[src/design/fir_circ_pkg.sv]
package fir_circ_pkg;

   // Store geometry
   localparam int MAX_TAPS       = 64;
   localparam int TAP_IDX_W      = $clog2(MAX_TAPS);
   localparam int TAP_CNT_W      = 7;

   // Field widths
   localparam int SAMPLE_W       = 16;
   localparam int COEF_W         = 18;
   localparam int COEF_FRAC_BITS = 16;

   // Datapath widths
   localparam int PROD_W         = SAMPLE_W + COEF_W;
   localparam int ACC_W          = PROD_W + TAP_IDX_W;
   localparam int QUOT_W         = ACC_W - COEF_FRAC_BITS;

   // Command codes
   localparam logic CMD_FILTER   = 1'b0;
   localparam logic CMD_LOAD     = 1'b1;

endpackage

[src/design/fir_filter_circular.sv]
// Direct-form FIR filter over a circular sample store. A request with cmd
// CMD_LOAD writes one Q2.16 coefficient and gives no response. A request
// with cmd CMD_FILTER stores the sample in the ring at its transfer and
// gives one filtered sample over m taps, m being the number of taps in use
// (1 to 64). A single shared multiply-accumulate, fed by the registered read
// ports of the coefficient and sample memories, takes one tap per cycle, m
// taps in all; each tap passes the read registers, the product register and
// the final sum. The input stays stalled from the transfer until the
// response is loaded, so the next sample waits until then. A response still
// waiting in the output register holds the next one in its final stage and
// keeps the input stalled longer. The response sits in an output register,
// so a new request is taken while the previous response still waits.
// Writing tap_count restarts warm-up; ring contents and coefficients are
// kept. Coefficients read as zero until loaded; no clearing pass is needed
// after reset.
module fir_filter_circular (
   input  logic                                   clock,
   input  logic                                   reset,
   // Request channel
   input  logic                                   req_valid,
   output logic                                   req_stall,
   input  logic                                   req_cmd,
   input  logic signed [fir_circ_pkg::SAMPLE_W-1:0]  req_sample_in,
   input  logic        [fir_circ_pkg::TAP_IDX_W-1:0] req_coef_index,
   input  logic signed [fir_circ_pkg::COEF_W-1:0]    req_coef_value,
   // Response channel
   output logic                                   rsp_valid,
   input  logic                                   rsp_stall,
   output logic signed [fir_circ_pkg::SAMPLE_W-1:0]  rsp_sample_out,
   output logic                                   rsp_saturated,
   // Tap count register
   input  logic                                   csr_valid,
   output logic                                   csr_ready,
   input  logic        [fir_circ_pkg::TAP_CNT_W-1:0] csr_tap_count
);
   import fir_circ_pkg::*;

   typedef enum logic [1:0] {
      S_IDLE,
      S_MAC,
      S_DRAIN
   } state_type;

   state_type                   state_ff;
   logic [TAP_CNT_W-1:0]        tap_count_ff;
   logic [TAP_IDX_W-1:0]        wp_ff;
   logic                        full_ff;
   logic [TAP_CNT_W-1:0]        i_ff;
   logic [TAP_IDX_W-1:0]        k_ff;
   logic [TAP_CNT_W-1:0]        limit_ff;
   logic                        rd_vld_ff;
   logic                        mul_vld_ff;
   logic                        rsp_valid_ff;
   logic signed [SAMPLE_W-1:0]  rsp_sample_ff;
   logic                        rsp_sat_ff;

   logic signed [SAMPLE_W-1:0]  ring_mem [MAX_TAPS];
   logic signed [COEF_W-1:0]    coef_mem [MAX_TAPS];
   logic [MAX_TAPS-1:0]         coef_vld_ff;
   logic signed [SAMPLE_W-1:0]  ring_rd_ff;
   logic signed [COEF_W-1:0]    coef_rd_ff;
   logic                        coef_ok_ff;
   logic signed [PROD_W-1:0]    product_ff;
   logic signed [ACC_W-1:0]     acc_ff;

   logic                        req_accept;
   logic                        filter_accept;
   logic                        load_accept;
   logic                        csr_write;
   logic [TAP_CNT_W-1:0]        taps_m;
   logic [TAP_IDX_W-1:0]        wp_eff;
   logic [TAP_CNT_W-1:0]        wp_inc;
   logic                        wp_wrap;
   logic [TAP_IDX_W-1:0]        wp_in;
   logic                        full_in;
   logic [TAP_CNT_W-1:0]        i_inc;
   logic [TAP_CNT_W-1:0]        k_inc;
   logic [TAP_IDX_W-1:0]        k_in;
   logic signed [COEF_W-1:0]    coef_mul;
   logic signed [QUOT_W-1:0]    quot;
   logic                        quot_hi;
   logic                        quot_lo;
   logic                        pipe_empty;
   logic                        rsp_free;
   logic                        rsp_load;

   // Handshakes
   assign req_stall     = (state_ff != S_IDLE);
   assign req_accept    = req_valid && !req_stall;
   assign filter_accept = req_accept && (req_cmd == CMD_FILTER);
   assign load_accept   = req_accept && (req_cmd == CMD_LOAD);
   assign csr_ready     = 1'b1;
   assign csr_write     = csr_valid && csr_ready;
   assign rsp_free      = !rsp_valid_ff || !rsp_stall;

   // Clamp the tap count into range
   always_comb begin
      if (tap_count_ff == '0) begin
         taps_m = TAP_CNT_W'(1);
      end else if (tap_count_ff > TAP_CNT_W'(MAX_TAPS)) begin
         taps_m = TAP_CNT_W'(MAX_TAPS);
      end else begin
         taps_m = tap_count_ff;
      end
   end

   // Advance the write pointer around the ring
   assign wp_eff  = ({1'b0, wp_ff} >= taps_m) ? '0 : wp_ff;
   assign wp_inc  = {1'b0, wp_eff} + TAP_CNT_W'(1);
   assign wp_wrap = (wp_inc >= taps_m);
   assign wp_in   = wp_wrap ? '0 : wp_inc[TAP_IDX_W-1:0];
   assign full_in = full_ff || wp_wrap;

   // Tap and ring index steps
   assign i_inc = i_ff + TAP_CNT_W'(1);
   assign k_inc = {1'b0, k_ff} + TAP_CNT_W'(1);
   assign k_in  = (k_inc == limit_ff) ? '0 : k_inc[TAP_IDX_W-1:0];

   // Drop the accumulator to the output scale and saturate
   assign quot       = acc_ff[ACC_W-1:COEF_FRAC_BITS];
   assign quot_hi    = !quot[QUOT_W-1] && (quot[QUOT_W-2:SAMPLE_W-1] != '0);
   assign quot_lo    = quot[QUOT_W-1] && (quot[QUOT_W-2:SAMPLE_W-1] != '1);
   assign pipe_empty = !rd_vld_ff && !mul_vld_ff;
   assign rsp_load   = (state_ff == S_DRAIN) && pipe_empty && rsp_free;

   // Control sequencer and response register
   always_ff @(posedge clock) begin
      if (reset) begin
         state_ff     <= S_IDLE;
         tap_count_ff <= TAP_CNT_W'(1);
         wp_ff        <= '0;
         full_ff      <= 1'b0;
         i_ff         <= '0;
         k_ff         <= '0;
         limit_ff     <= TAP_CNT_W'(1);
         rd_vld_ff    <= 1'b0;
         mul_vld_ff   <= 1'b0;
         rsp_valid_ff <= 1'b0;
      end else begin
         rd_vld_ff  <= (state_ff == S_MAC);
         mul_vld_ff <= rd_vld_ff;
         if (rsp_valid_ff && !rsp_stall && !rsp_load) begin
            rsp_valid_ff <= 1'b0;
         end
         if (csr_write) begin
            tap_count_ff <= csr_tap_count;
            wp_ff        <= '0;
            full_ff      <= 1'b0;
         end
         case (state_ff)
            S_IDLE: begin
               if (filter_accept) begin
                  wp_ff    <= wp_in;
                  full_ff  <= full_in;
                  i_ff     <= '0;
                  k_ff     <= full_in ? wp_in : '0;
                  limit_ff <= full_in ? taps_m : {1'b0, wp_in};
                  state_ff <= S_MAC;
               end
            end
            S_MAC: begin
               i_ff <= i_inc;
               k_ff <= k_in;
               if (i_inc == taps_m) begin
                  state_ff <= S_DRAIN;
               end
            end
            S_DRAIN: begin
               if (rsp_load) begin
                  rsp_valid_ff  <= 1'b1;
                  rsp_sat_ff    <= quot_hi || quot_lo;
                  if (quot_hi) begin
                     rsp_sample_ff <= {1'b0, {(SAMPLE_W-1){1'b1}}};
                  end else if (quot_lo) begin
                     rsp_sample_ff <= {1'b1, {(SAMPLE_W-1){1'b0}}};
                  end else begin
                     rsp_sample_ff <= quot[SAMPLE_W-1:0];
                  end
                  state_ff <= S_IDLE;
               end
            end
            default: begin
               state_ff <= S_IDLE;
            end
         endcase
      end
   end

   // Sample ring: store on transfer, read one tap per cycle
   always_ff @(posedge clock) begin
      if (filter_accept) begin
         ring_mem[wp_eff] <= req_sample_in;
      end
      ring_rd_ff <= ring_mem[k_ff];
   end

   // Coefficient store: load on transfer, read one tap per cycle
   always_ff @(posedge clock) begin
      if (load_accept) begin
         coef_mem[req_coef_index] <= req_coef_value;
      end
      coef_rd_ff <= coef_mem[i_ff[TAP_IDX_W-1:0]];
   end

   // Coefficient loaded flags; an unloaded entry reads as zero
   always_ff @(posedge clock) begin
      if (reset) begin
         coef_vld_ff <= '0;
         coef_ok_ff  <= 1'b0;
      end else begin
         if (load_accept) begin
            coef_vld_ff[req_coef_index] <= 1'b1;
         end
         coef_ok_ff <= coef_vld_ff[i_ff[TAP_IDX_W-1:0]];
      end
   end

   assign coef_mul = coef_ok_ff ? coef_rd_ff : '0;

   // Multiply, then accumulate
   always_ff @(posedge clock) begin
      product_ff <= coef_mul * ring_rd_ff;
      if (filter_accept) begin
         acc_ff <= '0;
      end else if (mul_vld_ff) begin
         acc_ff <= acc_ff + ACC_W'(product_ff);
      end
   end

   assign rsp_valid      = rsp_valid_ff;
   assign rsp_sample_out = rsp_sample_ff;
   assign rsp_saturated  = rsp_sat_ff;

endmodule
[config.mk]
export PLATFORM = sky130hd
export DESIGN_NAME = fir_filter_circular
export DESIGN_NICKNAME = d
export VERILOG_FILES = /design/src/design/fir_circ_pkg.sv /design/src/design/fir_filter_circular.sv
export SDC_FILE = /design/constraint.sdc
export NUM_CORES = 2
export LEC_CHECK = 0
export BUFFER_PORTS_ARGS = -buffer_cell sky130_fd_sc_hd__clkbuf_2
export CAP_MARGIN = 20
export CORE_ASPECT_RATIO = 1.1
export CORE_MARGIN = 3
export CORE_UTILIZATION = 59
export DETAILED_ROUTE_END_ITERATION = 12
export PLACE_DENSITY = 0.78
export SLEW_MARGIN = 20
export SYNTH_ARGS = -nofsm -noshare
export SYNTH_HDL_FRONTEND = slang
export SYNTH_SLANG_ARGS = --single-unit
[constraint.sdc]
create_clock -name clock -period 15.55 [get_ports clock]
set_clock_uncertainty 0.15 [all_clocks]
set_input_delay 0 -clock clock [delete_from_list [all_inputs] [get_ports clock]]
set_output_delay 0 -clock clock [all_outputs]
set_load 0.02 [all_outputs]
==> flow_summary_export.csv <==
group,metric,value,unit
worst_setup_path,r2r_slack,7.75,ns
route,antenna_left,0,
global_routing,grt_usage,28.79,%
synth,yosysSeqAreaShare,67.33,%
global_routing,overflow,0,
worst_setup_path,crit_start,"coef_ok_ff",
cts,cts.clk_slew.worst_paths,0.07,ns
synth,netlist_top_cells_count,"2193 x edfxtp_1, 735 x mux4_2, 357 x nor2_1",
route,avgRoutedWirePerCell,31.02,µm
flow_run,maxCapViolCount,0,
floorplanning,pin_count,73,
route,wl,256500,µm
synth,synth_top_area_share,63.25,%
worst_setup_path,r2r_start,"coef_ok_ff",
synth,syn_inst,5541,
synth,synth.top_cells.by_area,"edfxtp_1 63%, mux4_2 16%, fa_1 5.6%",
power_and_ir_drop,ir_drop,0.1353,mV
synth,ys.flop_type,"edfxtp_1",
finish,layout.nets,6272,
worst_setup_path,path_common_cell,"fa_1",
sta,setup_ws,7.749,ns
cts,cts_sinks,2405,
synth,synthMuxAreaShare,16.24,%
global_routing,first_global_vias,55913,
synth,synth_most_common_cell,"edfxtp_1",
worst_setup_path,cp_slowest_cell,"dfxtp_4",
cts,cts_tree,"yes",
synth,synth_xor_area_share,0.7992,%
cts,cts_buffer_depth,3,
synth,ys_types,70,
synth,synthAdderAreaFrac,7.297,%
synth,synth_compound_area_share,2.000,%
sta,min_period,7.801,ns
sta,max_freq,0.1282,GHz
cts,clk_latency,0.89,ns
floorplanning,initial_core_util,59.41,%
worst_setup_path,cp.depth,24,
sta,slew_violations,0,
synth,synth_edf_count,2193,
finish,area_growth_syn_to_layout,11.28,%
finish,fin_util,66.11,%
cts,cts_buffers,220,
floorplanning,dieArea,181600,µm²
global_routing,use_met1,38.22,%
worst_setup_path,crit_required,16.10,ns
sta,tightest_slew,1.052,ns
global_routing,met3_usage,6.414,%
route,num_vias,54081,
global_routing,grt-busiest-layer,"met2",
worst_setup_path,cp.arrival,8.35,ns
route,drcViolationCount,0,
synth,synth_area,104100,µm²
synth,synth_top_family_by_area,"multiplexers",
cts,postCtsSetupBuffers,0,
worst_setup_path,path_buf_inv,6,
cts,ctsRootBufferMaster,"clkbuf_16",
synth,synth_nets,6026,
placement,dp_slack,7.851,ns
worst_setup_path,cpPeakStageDelay,0.63,ns
route,firstDrtPassIters,6,
status,status,"finished, final reports clean",
synth,ys_ff_latch,2405,
global_routing,antenna_found_initial,22,
sta,setup_viol,0,
floorplanning,die_width,406.5,µm
sta,timing.slew.headroom,29.87,%
sta,finalCritPeriodShare,50.17,%
cts,htreeDepth,4,
worst_setup_path,worstRegToRegCells,24,
route,drt_iter0_drc,6718,
sta,hold_viol_final,0,
synth,yosys.area_share.simple,3.949,%
synth,async_flop_share,0,%
worst_setup_path,endpoint,"product_ff[31]",
cts,hold_buffers,63,
cts,cts_resized,0,
power_and_ir_drop,p_per_area,119.2,nW/µm²
synth,synth-warning-count,0,
worst_setup_path,crit_family,"adder cells",
worst_setup_path,cp_max_fo,90,
synth,avgSynthCellArea,18.79,µm²
worst_setup_path,cp_cell_sequence,"buf_4 > and2_1 > nand2_1 > fa_1 > inv_1 > fa_1 > inv_1 > fa_1 > inv_1 > fa_1 > fa_1 > inv_1 > fa_1 > inv_1 > ha_1 > a21oi_1 > o22ai_1 > o21ai_0 > nand2b_1 > a31o_2 > a22oi_1 > o221ai_1 > o41a_1 > xor2_1",
synth,synth_area_leader_cell,"edfxtp_1",
worst_setup_path,crit_type,"flip-flop to flip-flop",
worst_setup_path,critPathLaunchType,"flip-flop",
floorplanning,fp.dieH,446.6,µm
global_routing,met2_usage,46.92,%
worst_setup_path,end_kind,"flip-flop",
placement,io_buffers,71,
finish,drive_above_1_share,23.38,%
placement,hpwl,141600,µm
worst_setup_path,worstReg2RegEnd,"product_ff[31]",
sta,fin_setup_tns,0,ns
floorplanning,fp.coreArea,175300,µm²
route,vias_per_cell,6.541,
sta,rsz0062_at_grt,"false",
hold_path,hp-class,"input port to flip-flop",
placement,place.gp.congestion,0.9203,
global_routing,grt_max_degree,148,
global_routing,grt_first_pass_wirelength,377400,µm
floorplanning,fp-row-count,161,
hold_path,hp-start,"req_coef_value[0]",
power_and_ir_drop,p_leak,38.95,nW
-- cells by family (layout without fill, tap and decap cells) --
kind of cell               Yosys count  in the layout
DFF                               2405           2405
and+or+nand+nor                    881            881
muxes                              770            770
buffers and inverters              638           1071
adders and majority gates          432            432
AOI/OAI and AO/OA                  319            319
xor gates and xnor gates            95             95
other                                1             13
-- cell usage in the layout, fill, tap and decap left out, types with 143 or more instances in the layout --
cell type,synthesis,routed
and3_1,143,143
buf_4,6,180
clkbuf_16,0,221
dfxtp_1,212,200
edfxtp_1,2193,2193
fa_1,292,292
inv_1,343,343
mux4_2,735,735
nand2_1,199,199
nor2_1,357,292
-- per-stage QoR --
step	cell area, µm²	power [W]	cells	hold WS [ns]
6_report	115900	0.01381	8268	0.09604
5_1_grt	115800	0.01420	8261	0.1102
4_1_cts	115600	0.01386	8239	0.03547
3_5_place_dp	107700	0.008470	7767	0.1293
3_3_place_gp	107700	0.008448	7765	0.1243
2_1_floorplan	104100	0.008066	5541	-0.05113
-- flip-flops by register name, summed over array words and instances, names as in the netlist, 2 cells and up --
signal and flops:
acc_ff 40, coef_mem 1152, coef_rd_ff 18, coef_vld_ff 64
i_ff 7, k_ff 6, limit_ff 7, product_ff 34
ring_mem 1024, ring_rd_ff 16, rsp_sample_out 16, state_ff 2
tap_count_ff 7, wp_ff 6
-- power by group --
part | internal (W) | total, W | switching, W
combinational | 0.000491 | 0.00113 | 0.000640
sequential | 0.00711 | 0.00723 | 0.000124
clock | 0.00303 | 0.00545 | 0.00241
-- per-layer routing --
metal	part of all wire [%]	routed length, µm	vias to the layer above
met5	0.029	74	-
met4	4.4	11220	12
met3	9.9	25330	618
met2	50	127900	3303
met1	36	91950	28045
li1	-	-	22103
-- final cells by class --
cell class              instances  area, µm²
diodes                         12      30.03
flip-flops and latches       2405      70130
multi-input cells            2498      31750
well taps                    2282       2855
repair buffers                318       2509
fillers                     11012      59390
inverters                     344       1291
clock inverters               142       1534
clock buffers                 267       5753
-- worst min path at each step --
stage,endpoint,slack (ns),cells after the start
after floorplan,coef_mem[0][0],-0.05,0
after global placement,tap_count_ff[2],0.12,3
after detailed placement,tap_count_ff[0],0.13,2
after CTS,coef_mem[47][0],0.04,1
after global routing,coef_mem[47][0],0.11,2
final,coef_mem[47][0],0.1,2
-- worst reg2reg max path: stages (launching register included) --
cell	delay, ns
dfxtp_4	0.63
buf_4	0.64
and2_1	0.54
nand2_1	0.17
fa_1	0.59
inv_1	0.06
fa_1	0.49
inv_1	0.05
fa_1	0.52
inv_1	0.05
fa_1	0.45
fa_1	0.50
inv_1	0.05
fa_1	0.47
inv_1	0.04
ha_1	0.36
a21oi_1	0.16
o22ai_1	0.09
o21ai_0	0.14
nand2b_1	0.08
a31o_2	0.25
a22oi_1	0.42
o221ai_1	0.26
o41a_1	0.37
xor2_1	0.14
Note: power is estimated with default switching activity, not from simulation.
